==> src/rtl/rsp_packet_receiver_defines.svh <==
// Assertion macros for the packet receiver.
// Each use expects clk and rst in scope.
`ifndef RSP_PACKET_RECEIVER_DEFINES_SVH
`define RSP_PACKET_RECEIVER_DEFINES_SVH

`ifndef NO_ASSERTIONS
// checked while out of reset
`define RSPR_ASSERT(lbl, prop, msg) \
  lbl: assert property (@(posedge clk) disable iff (rst) prop) else $error(msg);
// checked at every edge, reset included
`define RSPR_ASSERT_ALWAYS(lbl, prop, msg) \
  lbl: assert property (@(posedge clk) prop) else $error(msg);
`else
`define RSPR_ASSERT(lbl, prop, msg)
`define RSPR_ASSERT_ALWAYS(lbl, prop, msg)
`endif

`endif

==> src/rtl/rspr_pkg.sv <==
`timescale 1ns / 1ps
`default_nettype none

package rspr_pkg;

  localparam int BYTE_W      = 8;
  localparam int LEN_W       = 10;
  localparam int NIB_W       = 4;
  localparam int MAX_PAYLOAD = 1023;

  localparam logic [BYTE_W-1:0] CH_DOLLAR = 8'h24;
  localparam logic [BYTE_W-1:0] CH_HASH   = 8'h23;
  localparam logic [BYTE_W-1:0] ACK_GOOD  = 8'h2B;
  localparam logic [BYTE_W-1:0] ACK_BAD   = 8'h2D;

  localparam logic [LEN_W-1:0] LIMIT_RESET = 10'd1023;

  // APB map: one register, decoded on address bit 2
  localparam int  APB_ADDR_W = 3;
  localparam int  APB_DATA_W = 32;
  localparam logic REG_PAYLOAD_LIMIT = 1'b0;

  // queue between front and back
  localparam int QDEPTH = 4;
  localparam int QPTR_W = $clog2(QDEPTH);
  localparam int QCNT_W = $clog2(QDEPTH + 1);

  typedef enum logic [2:0] {
    K_BYTE    = 3'd0,
    K_RESTART = 3'd1,
    K_GOOD    = 3'd2,
    K_BAD     = 3'd3,
    K_TRUNC   = 3'd4,
    K_ABORT   = 3'd5
  } kind_t;

  typedef enum logic [1:0] {
    PH_HUNT = 2'd0,
    PH_DATA = 2'd1,
    PH_HEX1 = 2'd2,
    PH_HEX2 = 2'd3
  } phase_t;

  typedef enum logic [1:0] {
    CLS_OTHER  = 2'd0,
    CLS_DOLLAR = 2'd1,
    CLS_HASH   = 2'd2
  } cls_t;

  // classified input item
  typedef struct packed {
    logic              err;
    cls_t              cls;
    logic [BYTE_W-1:0] data;
    logic [NIB_W-1:0]  nibble;
  } token_t;

  typedef struct packed {
    kind_t             kind;
    logic [BYTE_W-1:0] payload_byte;
    logic [BYTE_W-1:0] ack_byte;
    logic [LEN_W-1:0]  frame_length;
    logic [BYTE_W-1:0] frame_sum;
  } result_t;

  // non-hex characters count as zero
  function automatic logic [NIB_W-1:0] hex_value(input logic [BYTE_W-1:0] c);
    logic [NIB_W-1:0] v;
    v = '0;
    if (c >= 8'h30 && c <= 8'h39) begin
      v = c[NIB_W-1:0];
    end else if ((c >= 8'h61 && c <= 8'h66) || (c >= 8'h41 && c <= 8'h46)) begin
      v = c[NIB_W-1:0] + 4'd9;
    end
    return v;
  endfunction

endpackage

`default_nettype wire

==> src/rtl/rspr_if.sv <==
`timescale 1ns / 1ps
`default_nettype none

interface rspr_in_if;
  logic       valid;
  logic       ready;
  logic [7:0] rx_byte;
  logic       link_error;

  modport source (output valid, output rx_byte, output link_error, input ready);
  modport sink   (input valid, input rx_byte, input link_error, output ready);
endinterface

interface rspr_out_if;
  logic       valid;
  logic       ready;
  logic [2:0] kind;
  logic [7:0] payload_byte;
  logic [7:0] ack_byte;
  logic [9:0] frame_length;
  logic [7:0] frame_sum;

  modport source (output valid, output kind, output payload_byte, output ack_byte,
                  output frame_length, output frame_sum, input ready);
  modport sink   (input valid, input kind, input payload_byte, input ack_byte,
                  input frame_length, input frame_sum, output ready);
endinterface

`default_nettype wire

==> src/rtl/rspr_front.sv <==
`timescale 1ns / 1ps
`default_nettype none

module rspr_front (
  rspr_in_if.sink           rx,
  input  logic              full,
  output logic              push,
  output rspr_pkg::token_t  tok
);

  assign rx.ready = !full;
  assign push     = rx.valid && !full;

  always_comb begin
    tok.err    = rx.link_error;
    tok.data   = rx.rx_byte;
    tok.nibble = rspr_pkg::hex_value(rx.rx_byte);
    priority if (rx.rx_byte == rspr_pkg::CH_DOLLAR) begin
      tok.cls = rspr_pkg::CLS_DOLLAR;
    end else if (rx.rx_byte == rspr_pkg::CH_HASH) begin
      tok.cls = rspr_pkg::CLS_HASH;
    end else begin
      tok.cls = rspr_pkg::CLS_OTHER;
    end
  end

endmodule

`default_nettype wire

==> src/rtl/rspr_fifo.sv <==
`timescale 1ns / 1ps
`default_nettype none

`include "rsp_packet_receiver_defines.svh"

module rspr_fifo (
  input  logic             clk,
  input  logic             rst,
  input  logic             push,
  input  rspr_pkg::token_t push_data,
  output logic             full,
  input  logic             pop,
  output logic             valid,
  output rspr_pkg::token_t head
);

  rspr_pkg::token_t                  mem [rspr_pkg::QDEPTH];
  logic [rspr_pkg::QPTR_W-1:0]       wr_ptr;
  logic [rspr_pkg::QPTR_W-1:0]       rd_ptr;
  logic [rspr_pkg::QCNT_W-1:0]       count;

  assign full  = (count == rspr_pkg::QCNT_W'(rspr_pkg::QDEPTH));
  assign valid = (count != '0);
  assign head  = mem[rd_ptr];

  always_ff @(posedge clk) begin
    if (push) begin
      mem[wr_ptr] <= push_data;
    end
  end

  always_ff @(posedge clk) begin
    if (rst) begin
      wr_ptr <= '0;
      rd_ptr <= '0;
      count  <= '0;
    end else begin
      if (push) begin
        wr_ptr <= wr_ptr + 1'b1;
      end
      if (pop) begin
        rd_ptr <= rd_ptr + 1'b1;
      end
      unique case ({push, pop})
        2'b10:   count <= count + 1'b1;
        2'b01:   count <= count - 1'b1;
        default: count <= count;
      endcase
    end
  end

  `RSPR_ASSERT(a_count_bound, count <= rspr_pkg::QCNT_W'(rspr_pkg::QDEPTH), "count over depth")
  `RSPR_ASSERT(a_no_underflow, pop |-> (count != '0), "pop from empty queue")
  `RSPR_ASSERT(a_no_overflow, push |-> !full, "push into full queue")

endmodule

`default_nettype wire

==> src/rtl/rspr_back.sv <==
`timescale 1ns / 1ps
`default_nettype none

`include "rsp_packet_receiver_defines.svh"

module rspr_back (
  input  logic                        clk,
  input  logic                        rst,
  input  logic                        tok_valid,
  input  rspr_pkg::token_t            tok,
  output logic                        tok_pop,
  input  logic [rspr_pkg::LEN_W-1:0]  limit,
  rspr_out_if.source                  res
);

  rspr_pkg::phase_t                  phase, phase_next;
  logic [rspr_pkg::LEN_W-1:0]        byte_count, byte_count_next;
  logic [rspr_pkg::BYTE_W-1:0]       running_sum, running_sum_next;
  logic [rspr_pkg::NIB_W-1:0]        high_nibble, high_nibble_next;

  logic                              res_valid;
  rspr_pkg::result_t                 res_q, res_d;
  logic                              emit;

  logic [rspr_pkg::LEN_W-1:0]        cnt_inc;
  logic [rspr_pkg::BYTE_W-1:0]       sum_add;
  logic [rspr_pkg::BYTE_W-1:0]       given;
  logic                              at_limit;

  assign tok_pop  = tok_valid && (!res_valid || res.ready);
  assign cnt_inc  = byte_count + 1'b1;
  assign sum_add  = running_sum + tok.data;
  assign given    = {high_nibble, tok.nibble};
  assign at_limit = (byte_count >= limit);

  // next state
  always_comb begin
    phase_next       = phase;
    byte_count_next  = byte_count;
    running_sum_next = running_sum;
    high_nibble_next = high_nibble;
    if (tok.err) begin
      phase_next       = rspr_pkg::PH_HUNT;
      byte_count_next  = '0;
      running_sum_next = '0;
      high_nibble_next = '0;
    end else begin
      unique case (phase)
        rspr_pkg::PH_HUNT: begin
          if (tok.cls == rspr_pkg::CLS_DOLLAR) begin
            phase_next = rspr_pkg::PH_DATA;
          end
        end
        rspr_pkg::PH_DATA: begin
          priority if (at_limit) begin
            // '$' on the truncating byte opens the next frame
            phase_next = (tok.cls == rspr_pkg::CLS_DOLLAR) ? rspr_pkg::PH_DATA
                                                            : rspr_pkg::PH_HUNT;
            byte_count_next  = '0;
            running_sum_next = '0;
            high_nibble_next = '0;
          end else if (tok.cls == rspr_pkg::CLS_DOLLAR) begin
            byte_count_next  = '0;
            running_sum_next = '0;
            high_nibble_next = '0;
          end else if (tok.cls == rspr_pkg::CLS_HASH) begin
            phase_next = rspr_pkg::PH_HEX1;
          end else begin
            byte_count_next  = cnt_inc;
            running_sum_next = sum_add;
          end
        end
        rspr_pkg::PH_HEX1: begin
          high_nibble_next = tok.nibble;
          phase_next       = rspr_pkg::PH_HEX2;
        end
        rspr_pkg::PH_HEX2: begin
          phase_next       = rspr_pkg::PH_HUNT;
          byte_count_next  = '0;
          running_sum_next = '0;
          high_nibble_next = '0;
        end
      endcase
    end
  end

  // result
  always_comb begin
    emit               = 1'b0;
    res_d.kind         = rspr_pkg::K_BYTE;
    res_d.payload_byte = '0;
    res_d.ack_byte     = '0;
    res_d.frame_length = byte_count;
    res_d.frame_sum    = running_sum;
    if (tok.err) begin
      emit       = 1'b1;
      res_d.kind = rspr_pkg::K_ABORT;
    end else begin
      unique case (phase)
        rspr_pkg::PH_HUNT: begin
          emit = 1'b0;
        end
        rspr_pkg::PH_DATA: begin
          priority if (at_limit) begin
            emit       = 1'b1;
            res_d.kind = rspr_pkg::K_TRUNC;
          end else if (tok.cls == rspr_pkg::CLS_DOLLAR) begin
            emit       = 1'b1;
            res_d.kind = rspr_pkg::K_RESTART;
          end else if (tok.cls == rspr_pkg::CLS_OTHER) begin
            emit               = 1'b1;
            res_d.payload_byte = tok.data;
            res_d.frame_length = cnt_inc;
            res_d.frame_sum    = sum_add;
          end else begin
            emit = 1'b0;
          end
        end
        rspr_pkg::PH_HEX1: begin
          emit = 1'b0;
        end
        rspr_pkg::PH_HEX2: begin
          emit = 1'b1;
          if (given == running_sum) begin
            res_d.kind     = rspr_pkg::K_GOOD;
            res_d.ack_byte = rspr_pkg::ACK_GOOD;
          end else begin
            res_d.kind     = rspr_pkg::K_BAD;
            res_d.ack_byte = rspr_pkg::ACK_BAD;
          end
        end
      endcase
    end
  end

  always_ff @(posedge clk) begin
    if (rst) begin
      phase       <= rspr_pkg::PH_HUNT;
      byte_count  <= '0;
      running_sum <= '0;
      high_nibble <= '0;
      res_valid   <= 1'b0;
    end else begin
      if (tok_pop) begin
        phase       <= phase_next;
        byte_count  <= byte_count_next;
        running_sum <= running_sum_next;
        high_nibble <= high_nibble_next;
      end
      if (tok_pop && emit) begin
        res_valid <= 1'b1;
      end else if (res.ready) begin
        res_valid <= 1'b0;
      end
    end
  end

  always_ff @(posedge clk) begin
    if (tok_pop && emit) begin
      res_q <= res_d;
    end
  end

  assign res.valid        = res_valid;
  assign res.kind         = res_q.kind;
  assign res.payload_byte = res_q.payload_byte;
  assign res.ack_byte     = res_q.ack_byte;
  assign res.frame_length = res_q.frame_length;
  assign res.frame_sum    = res_q.frame_sum;

  `RSPR_ASSERT(a_hunt_clear, (phase == rspr_pkg::PH_HUNT) |-> (byte_count == '0 && running_sum == '0 && high_nibble == '0), "state not cleared while hunting")
  `RSPR_ASSERT(a_ack_kind, res_valid |-> ((res_q.kind == rspr_pkg::K_GOOD) == (res_q.ack_byte == rspr_pkg::ACK_GOOD)), "ack byte does not match result kind")
  `RSPR_ASSERT(a_byte_len, (res_valid && res_q.kind == rspr_pkg::K_BYTE) |-> (res_q.frame_length != '0), "payload byte with zero length")

endmodule

`default_nettype wire

==> src/rtl/rsp_packet_receiver.sv <==
`timescale 1ns / 1ps
`default_nettype none

// Channel   Dir  Handshake            Payload
// rx        in   valid/ready          rx_byte[7:0], link_error
// res       out  valid/ready          kind[2:0], payload_byte, ack_byte,
//                                     frame_length[9:0], frame_sum[7:0]
// apb       in   psel/penable/pready  paddr[2:0], pwdata/prdata[31:0]
//
// One rx item per cycle sustained while res is not stalled; front classifies
// the byte into a 4-entry queue, back runs the framing FSM and loads the
// output register. From rx accept to result valid an item passes the queue
// write and then the result register. Items that give no result ('$' while
// hunting, '#', the first checksum hex digit) are still popped by the back
// end. rst is synchronous; limit resets to 1023. Output stall holds the result
// register; rx backs up only once the queue fills (4 items).

module rsp_packet_receiver (
  input  logic                              clk,
  input  logic                              rst,
  rspr_in_if.sink                           rx,
  rspr_out_if.source                        res,
  input  logic                              psel,
  input  logic                              penable,
  input  logic                              pwrite,
  input  logic [rspr_pkg::APB_ADDR_W-1:0]   paddr,
  input  logic [rspr_pkg::APB_DATA_W-1:0]   pwdata,
  output logic [rspr_pkg::APB_DATA_W-1:0]   prdata,
  output logic                              pready
);

  logic [rspr_pkg::LEN_W-1:0] payload_limit;
  logic [rspr_pkg::LEN_W-1:0] eff_limit;
  logic                       reg_sel;

  logic                       q_push;
  logic                       q_full;
  logic                       q_pop;
  logic                       q_valid;
  rspr_pkg::token_t           q_in;
  rspr_pkg::token_t           q_head;

  // config register: decoded on the word address bit only
  assign pready  = 1'b1;
  assign reg_sel = (paddr[rspr_pkg::APB_ADDR_W-1] == rspr_pkg::REG_PAYLOAD_LIMIT);

  always_ff @(posedge clk) begin
    if (rst) begin
      payload_limit <= rspr_pkg::LIMIT_RESET;
    end else if (psel && penable && pwrite && pready && reg_sel) begin
      payload_limit <= pwdata[rspr_pkg::LEN_W-1:0];
    end
  end

  assign prdata = reg_sel ? rspr_pkg::APB_DATA_W'(payload_limit) : '0;

  // effective limit: clamp to the build maximum, zero acts as one
  always_comb begin
    eff_limit = payload_limit;
    if (eff_limit > rspr_pkg::LEN_W'(rspr_pkg::MAX_PAYLOAD)) begin
      eff_limit = rspr_pkg::LEN_W'(rspr_pkg::MAX_PAYLOAD);
    end
    if (eff_limit == '0) begin
      eff_limit = rspr_pkg::LEN_W'(1);
    end
  end

  // front: byte classification
  rspr_front u_front (
    .rx   (rx),
    .full (q_full),
    .push (q_push),
    .tok  (q_in)
  );

  // decoupling queue
  rspr_fifo u_fifo (
    .clk       (clk),
    .rst       (rst),
    .push      (q_push),
    .push_data (q_in),
    .full      (q_full),
    .pop       (q_pop),
    .valid     (q_valid),
    .head      (q_head)
  );

  // back: framing FSM, checksum, output register
  rspr_back u_back (
    .clk       (clk),
    .rst       (rst),
    .tok_valid (q_valid),
    .tok       (q_head),
    .tok_pop   (q_pop),
    .limit     (eff_limit),
    .res       (res)
  );

endmodule

`default_nettype wire
==> src/flat_wrapper.sv <==
// flat-port wrapper written by rule: the top's interface ports become plain ports
module rsp_packet_receiver_flat 
  (clk, rst, psel, penable, pwrite, paddr, pwdata, prdata, pready, rx_valid, rx_rx_byte, rx_link_error, rx_ready, res_valid, res_kind, res_payload_byte, res_ack_byte, res_frame_length, res_frame_sum, res_ready);
  rspr_in_if rx_i ();
  rspr_out_if res_i ();
  input  logic clk;
  input  logic rst;
  input  logic psel;
  input  logic penable;
  input  logic pwrite;
  input  logic [rspr_pkg::APB_ADDR_W-1:0] paddr;
  input  logic [rspr_pkg::APB_DATA_W-1:0] pwdata;
  output logic [rspr_pkg::APB_DATA_W-1:0] prdata;
  output logic pready;
  input wire logic [$bits(rx_i.valid)-1:0] rx_valid;
  input wire logic [$bits(rx_i.rx_byte)-1:0] rx_rx_byte;
  input wire logic [$bits(rx_i.link_error)-1:0] rx_link_error;
  output wire logic [$bits(rx_i.ready)-1:0] rx_ready;
  output wire logic [$bits(res_i.valid)-1:0] res_valid;
  output wire logic [$bits(res_i.kind)-1:0] res_kind;
  output wire logic [$bits(res_i.payload_byte)-1:0] res_payload_byte;
  output wire logic [$bits(res_i.ack_byte)-1:0] res_ack_byte;
  output wire logic [$bits(res_i.frame_length)-1:0] res_frame_length;
  output wire logic [$bits(res_i.frame_sum)-1:0] res_frame_sum;
  input wire logic [$bits(res_i.ready)-1:0] res_ready;
  assign rx_i.valid = rx_valid;
  assign rx_i.rx_byte = rx_rx_byte;
  assign rx_i.link_error = rx_link_error;
  assign rx_ready = rx_i.ready;
  assign res_valid = res_i.valid;
  assign res_kind = res_i.kind;
  assign res_payload_byte = res_i.payload_byte;
  assign res_ack_byte = res_i.ack_byte;
  assign res_frame_length = res_i.frame_length;
  assign res_frame_sum = res_i.frame_sum;
  assign res_i.ready = res_ready;
  rsp_packet_receiver u_core (.clk(clk), .rst(rst), .rx(rx_i), .res(res_i), .psel(psel), .penable(penable), .pwrite(pwrite), .paddr(paddr), .pwdata(pwdata), .prdata(prdata), .pready(pready));
endmodule
==> config.mk <==
export PLATFORM = sky130hd
export DESIGN_NAME = rsp_packet_receiver_flat
export DESIGN_NICKNAME = d
export VERILOG_FILES = /design/src/rtl/rspr_pkg.sv /design/src/rtl/rspr_if.sv /design/src/rtl/rspr_front.sv /design/src/rtl/rspr_fifo.sv /design/src/rtl/rspr_back.sv /design/src/rtl/rsp_packet_receiver.sv /design/src/flat_wrapper.sv
export VERILOG_INCLUDE_DIRS = /design/src /design/src/rtl
export SDC_FILE = /design/constraint.sdc
export NUM_CORES = 1
export LEC_CHECK = 0
export ABC_AREA = 1
export BUFFER_PORTS_ARGS = -buffer_cell sky130_fd_sc_hd__buf_4
export CAP_MARGIN = 15
export CORE_MARGIN = 2
export CORE_UTILIZATION = 40
export CTS_BUF_LIST = sky130_fd_sc_hd__clkbuf_2
export CTS_CLUSTER_DIAMETER = 50
export DETAILED_ROUTE_END_ITERATION = 12
export MAX_ROUTING_LAYER = met4
export PLACE_DENSITY_LB_ADDON = 0.15
export SLEW_MARGIN = 30
export SYNTH_ARGS = -nofsm -noshare
export SYNTH_HDL_FRONTEND = slang
export SYNTH_SLANG_ARGS = --single-unit
==> constraint.sdc <==
create_clock -name clk -period 6.8 [get_ports clk]
set_input_delay 1.02 -clock clk [delete_from_list [all_inputs] [get_ports clk]]
set_output_delay 1.02 -clock clk [all_outputs]
set_load 0.05 [all_outputs]
# Yosys cells after proc, flatten, opt, wreduce, memory -nomap -nowiden

Memory sizes are Yosys's and may differ from the RTL's. A register that Yosys moved wholly into a read port is not among the register bits.
Index checks and enable logic that the tools add are counted.

Output and inout port bits: 72
Register bits after elaboration: 79
Memories: 1
Memory bits (writable): 60
Input port bits: 51
Logic and storage cells: 127

Muxes and demuxes: 50
Order comparisons: 8
Bitwise operators: 4
Equality and inequality tests: 16
Reductions and logical operators: 27
Add/sub/neg operators: 7

Memory list:

| memory            | depth | width | rd ports | clocked after memory_dff | wr ports | line            | RTL |
|---|---|---|---|---|---|---|---|
| u_core.u_fifo.mem | 4     | 15    | 1        | 1                        | 1        | rspr_fifo.sv:17 | `rspr_pkg::token_t mem [rspr_pkg::QDEPTH];` |

Operators by type and width:

| operator                                                                             | count |
|---|---|
| 18-bit two-way mux                                                                   | 5 |
| 10-bit two-way mux                                                                   | 7 |
| 8-bit two-way mux                                                                    | 4 |
| 4-bit two-way mux                                                                    | 5 |
| 10-bit case mux with 2 select lines                                                  | 1 |
| 2-bit two-way mux                                                                    | 9 |
| 8-bit by 6-bit == test with 1-bit output (second input constant)                     | 2 |
| 8-bit by 7-bit greater-or-equal comparator with 1-bit output (second input constant) | 2 |
| 8-bit by 7-bit <= comparator with 1-bit output (second input constant)               | 2 |
| 8-bit case mux with 2 select lines                                                   | 1 |
| 4-bit by 3-bit != test with 1-bit output (second input constant)                     | 3 |
| 3-bit case mux with 2 select lines                                                   | 2 |
| 4-bit case mux with 3 select lines                                                   | 1 |
| 1-bit two-way mux                                                                    | 11 |
| 10-bit by 1-bit adder with 10-bit output (second input constant)                     | 1 |
| 10-bit greater-or-equal comparator                                                   | 1 |
| 10-bit > comparator (second input constant)                                          | 1 |
| 10-bit zero test                                                                     | 1 |
| 1-bit logical AND                                                                    | 9 |
| 8-bit adder                                                                          | 1 |
| 2-bit == test (second input constant)                                                | 4 |
| 8-bit == test                                                                        | 1 |
| 8-bit by 6-bit greater-or-equal comparator with 1-bit output (second input constant) | 1 |
| 8-bit by 6-bit <= comparator with 1-bit output (second input constant)               | 1 |
| other kinds (22)                                                                     | 36 |

# Longest topological paths before layout

Depth after elaboration: 10
Depth in mapped cells: 19
Depth with buffers taken out: 16

# Hierarchy

Synthesis repeated with hierarchy kept, for this count alone.

Cell total of the unflattened synthesis: 822
Area total of the unflattened synthesis: 7275.7 sq um

Modules (own cells, without submodules):

| module              | area each (sq um) | instances | cells an instance | sequential area each (sq um) |
|---|---|---|---|---|
| rspr_back           | 3475.8            | 1         | 453               | 1461.4 |
| rspr_fifo           | 2792.7            | 1         | 204               | 1981.9 |
| rsp_packet_receiver | 713.2             | 1         | 111               | 200.2 |
| rspr_front          | 294.0             | 1         | 54                | 0.0 |

# Worst setup path before layout

Ideal clock, no wire load.

Path kind: input -> output
Start point: input paddr[2] (netlist bit)
End point: output prdata[0] (netlist bit)
Path slack: 3.900 ns
Stages on the path: 2
Arrival: 1.880 ns
Cells stage by stage: clkbuf_1 > nor2_1

Cells in the longest elaborated chain, start to end: 1

Ends and longest elaborated chain:

| item               | line                      | RTL |
|---|---|---|
| from (decl)        | flat_wrapper.sv:11        | `input logic [rspr_pkg::APB_ADDR_W-1:0] paddr;` |
| 10-bit two-way mux | rsp_packet_receiver.sv:55 | `assign prdata = reg_sel ? rspr_pkg::APB_DATA_W'(payload_limit) : '0;` |
| to (decl)          | flat_wrapper.sv:13        | `output logic [rspr_pkg::APB_DATA_W-1:0] prdata;` |

No other way between the ends.

==> reports/metrics.yaml <==
outcome:
  outcome: "complete, no violations"
setup_path:
  cp-start-kind: "flip-flop"
  critPathMaxStageDelay_ns: 0.73
  cp-end-kind: "flip-flop"
  crit_arrival_ns: 3.56
  worstPathCellList: "inv_2 -> nor2_1 -> nor2_1 -> o21ai_0 -> nand2_1 -> ha_1 -> a21oi_1 -> o21ai_0 -> a21oi_1 -> inv_1 -> nand2_1 -> nand2_1 -> o21ai_1"
  ff2ff_setup_slack_ns: 3.79
  critPathSlowestCell: "dfxtp_2"
  crit_required_ns: 7.34
  crit_path_frequent_cell: "nand2_1"
  crit_fanout: 31
  worst-setup-path-type: "reg -> reg"
synth:
  synth_top_area_share: 0.392
  synth_top_area_cell: "edfxtp_1"
  synth_seq_cells: 136
  syn_area_sq_um: 7050
  syn_inst: 789
  seq_area_frac_synth: 0.517
  ys_types: 40
  yosys-top-cells-area: "edfxtp_1 39%, dfxtp_1 13%, nand2_1 9.0%"
  syn_avg_cell_area_sq_um: 8.93
  yosys_warnings: 0
clock_tree:
  path_clk_slew_ns: 0.18
  root_buffer: "clkbuf_2"
  cts_tree: "yes"
  hold_buffers: 0
  clock_path_buffers: 2
  cts_buffers: 17
  postCtsSetupRepairBufs: 0
  cts_max_level: 4
  cts_sinks: 136
  postCtsResizedCells: 0
  worstSkewPairLatency_ns: 0.69
run:
  maxCapViolCount: 0
grt:
  grt_pass1_vias: 4861
  grt_max_degree: 41
  grt_use_total: 0.168
  grt_overflow: 0
  grt_pass1_wl_um: 23300
  antenna_found_initial: 1
floorplan:
  chipHeight_um: 137
  core-area_sq_um: 17200
  die-area_sq_um: 18700
  rows: 48
  die_w_um: 137
  initial_core_util: 0.409
  ios: 123
sta:
  setup_violations: 0
  finalClockSkew_ns: 0.0181
  worst_slew_pin_slew_ns: 0.749
  fin_crit_sh: 0.443
  hold_violations: 0
  drv_slew: 0
  fin_crit_ns: 3.01
  max-slew-margin-rel: 0.500
  tns_ns: 0
  rsz0062_at_grt: "no"
  fmax_mhz: 332
pwr:
  leakage_uw: 0.00350
  peakVddDrop_mv: 0.199
  power-per-cell-area_nw_per_um2: 466
finish:
  final_common_cell: "nand2_1"
  drive_above_1_share: 0.156
  seq_area_sq_um: 3640
  filler_cell_count: 1641
  multi_input_area_sq_um: 2840
  final_cell_mix: "169 x nand2_1, 116 x nor2_1, 92 x edfxtp_1, 79 x buf_4, 76 x inv_1"
  num-nets-final: 946
  area_growth_pct: 11.8
  post-route-util: 0.457
hold_path:
  holdCritPathClass: "in -> reg"
routing:
  viasPerCell: 4.79
  drcViolationCount: 0
  wl_per_cell_um: 13.7
  wirelength_um: 15000
  drt_iter0_markers: 331
  first_pass_iters: 4
  ant_nets: 0
  vias: 5268
place:
  hpwl_um: 10600
  port_buffers: 72
  gp_congestion: 0.902
cells by family after synthesis:
group                    count (synthesis)  share of synthesized area
buffers and inverters                  135                     0.0934
adder cells (fa/ha/maj)                 34                     0.0625
other                                    2                    0.00107
XOR/XNOR                                21                     0.0261
AND/OR/NAND/NOR                        366                      0.224
flip-flops                             136                      0.517
AO/OA/AOI/OAI                           95                     0.0763
final timing paths:
path,start,to,cells after the start
min,rst,u_core.u_back.res.valid,2
min reg2reg,u_core.u_fifo.rd_ptr[1],u_core.u_fifo.rd_ptr[1],2
max,flip-flop,u_core.u_back.res.frame_sum[7],13
max reg2reg,flip-flop,u_core.u_back.res.frame_sum[7],13
final cells by class:
| type | count | area share |
|---|---|---|
| sequential | 136 | 0.463 |
| clock buffer | 18 | 0.0114 |
| timing repair buffer | 79 | 0.0753 |
| antenna | 1 | 0.000318 |
| inverter | 85 | 0.0405 |
| multi-input combinational | 542 | 0.360 |
| clock inverter | 13 | 0.0138 |
| tap | 225 | 0.0357 |
sequential cells by signal, summed over array words and instances (netlist names), 4 cells and up, named ones only:
register,cells
u_core.u_back.res.frame_length,10
u_core.u_fifo.mem,60
u_core.u_back.res.frame_sum,8
u_core.u_back.high_nibble,4
u_core.u_back.byte_count,10
u_core.payload_limit,10
u_core.u_back.res.payload_byte,8
u_core.u_back.running_sum,8
synth_stat cells:
cell	count
a21o_1	1
a21oi_1	32
a31oi_4	1
buf_2	7
buf_4	32
buf_6	3
clkbuf_1	8
clkinv_1	1
conb_1	2
dfxtp_1	44
edfxtp_1	92
fa_1	2
ha_1	32
inv_1	76
inv_2	8
nand2_1	169
nand2_2	7
nand2_4	2
nand2_8	1
nand3_1	49
nand3_2	3
nand3_4	1
nand4_1	7
nor2_1	117
nor2_2	1
nor2_4	2
nor3_1	4
nor3_4	1
nor3b_1	1
o211ai_1	11
o21a_1	2
o21ai_0	36
o21ai_1	7
o21bai_1	1
o22ai_1	2
o311ai_0	1
o31ai_1	1
or2_1	1
xnor2_1	7
xor2_1	14
critical path: cells and delay by family (launching register included):
kind,cells,cell delay [ns]
buffers and inverters,2,0.44
AND/OR/NAND/NOR,5,0.48
AO/OA/AOI/OAI,5,0.86
flip-flops,1,0.73
adder cells (fa/ha/maj),1,0.36
layer usage:
metal  vias to the layer above  track usage  wire (um)
li1                       2679            -          -
met1                      2462        0.197       6680
met2                       109        0.285       7520
met3                        18       0.0370        573
met4                         0       0.0602        244
met5                         -            -          0
through the flow:
step	total power [uW]	cells	setup WS [ns]	hold slack [ns]	area, sq um
after detailed placement	3280	1067	3.77	0.466	7680
after floorplan	2830	813	3.90	0.436	7140
final	3670	1099	3.79	0.481	7880
after CTS	3700	1098	3.75	0.396	7880
after global placement	3230	1067	3.31	0.452	7670
after global routing	3960	1099	3.46	0.391	7880
power breakdown:
group / internal, uW / switching, uW / leakage (uW) / total [uW]
Combinational: 602 / 1330 / 0.00215 / 1930
Clock: 128 / 286 / 0.000118 / 414
Sequential: 1150 / 169 / 0.00123 / 1320
Power figures use the tool's default switching activity.
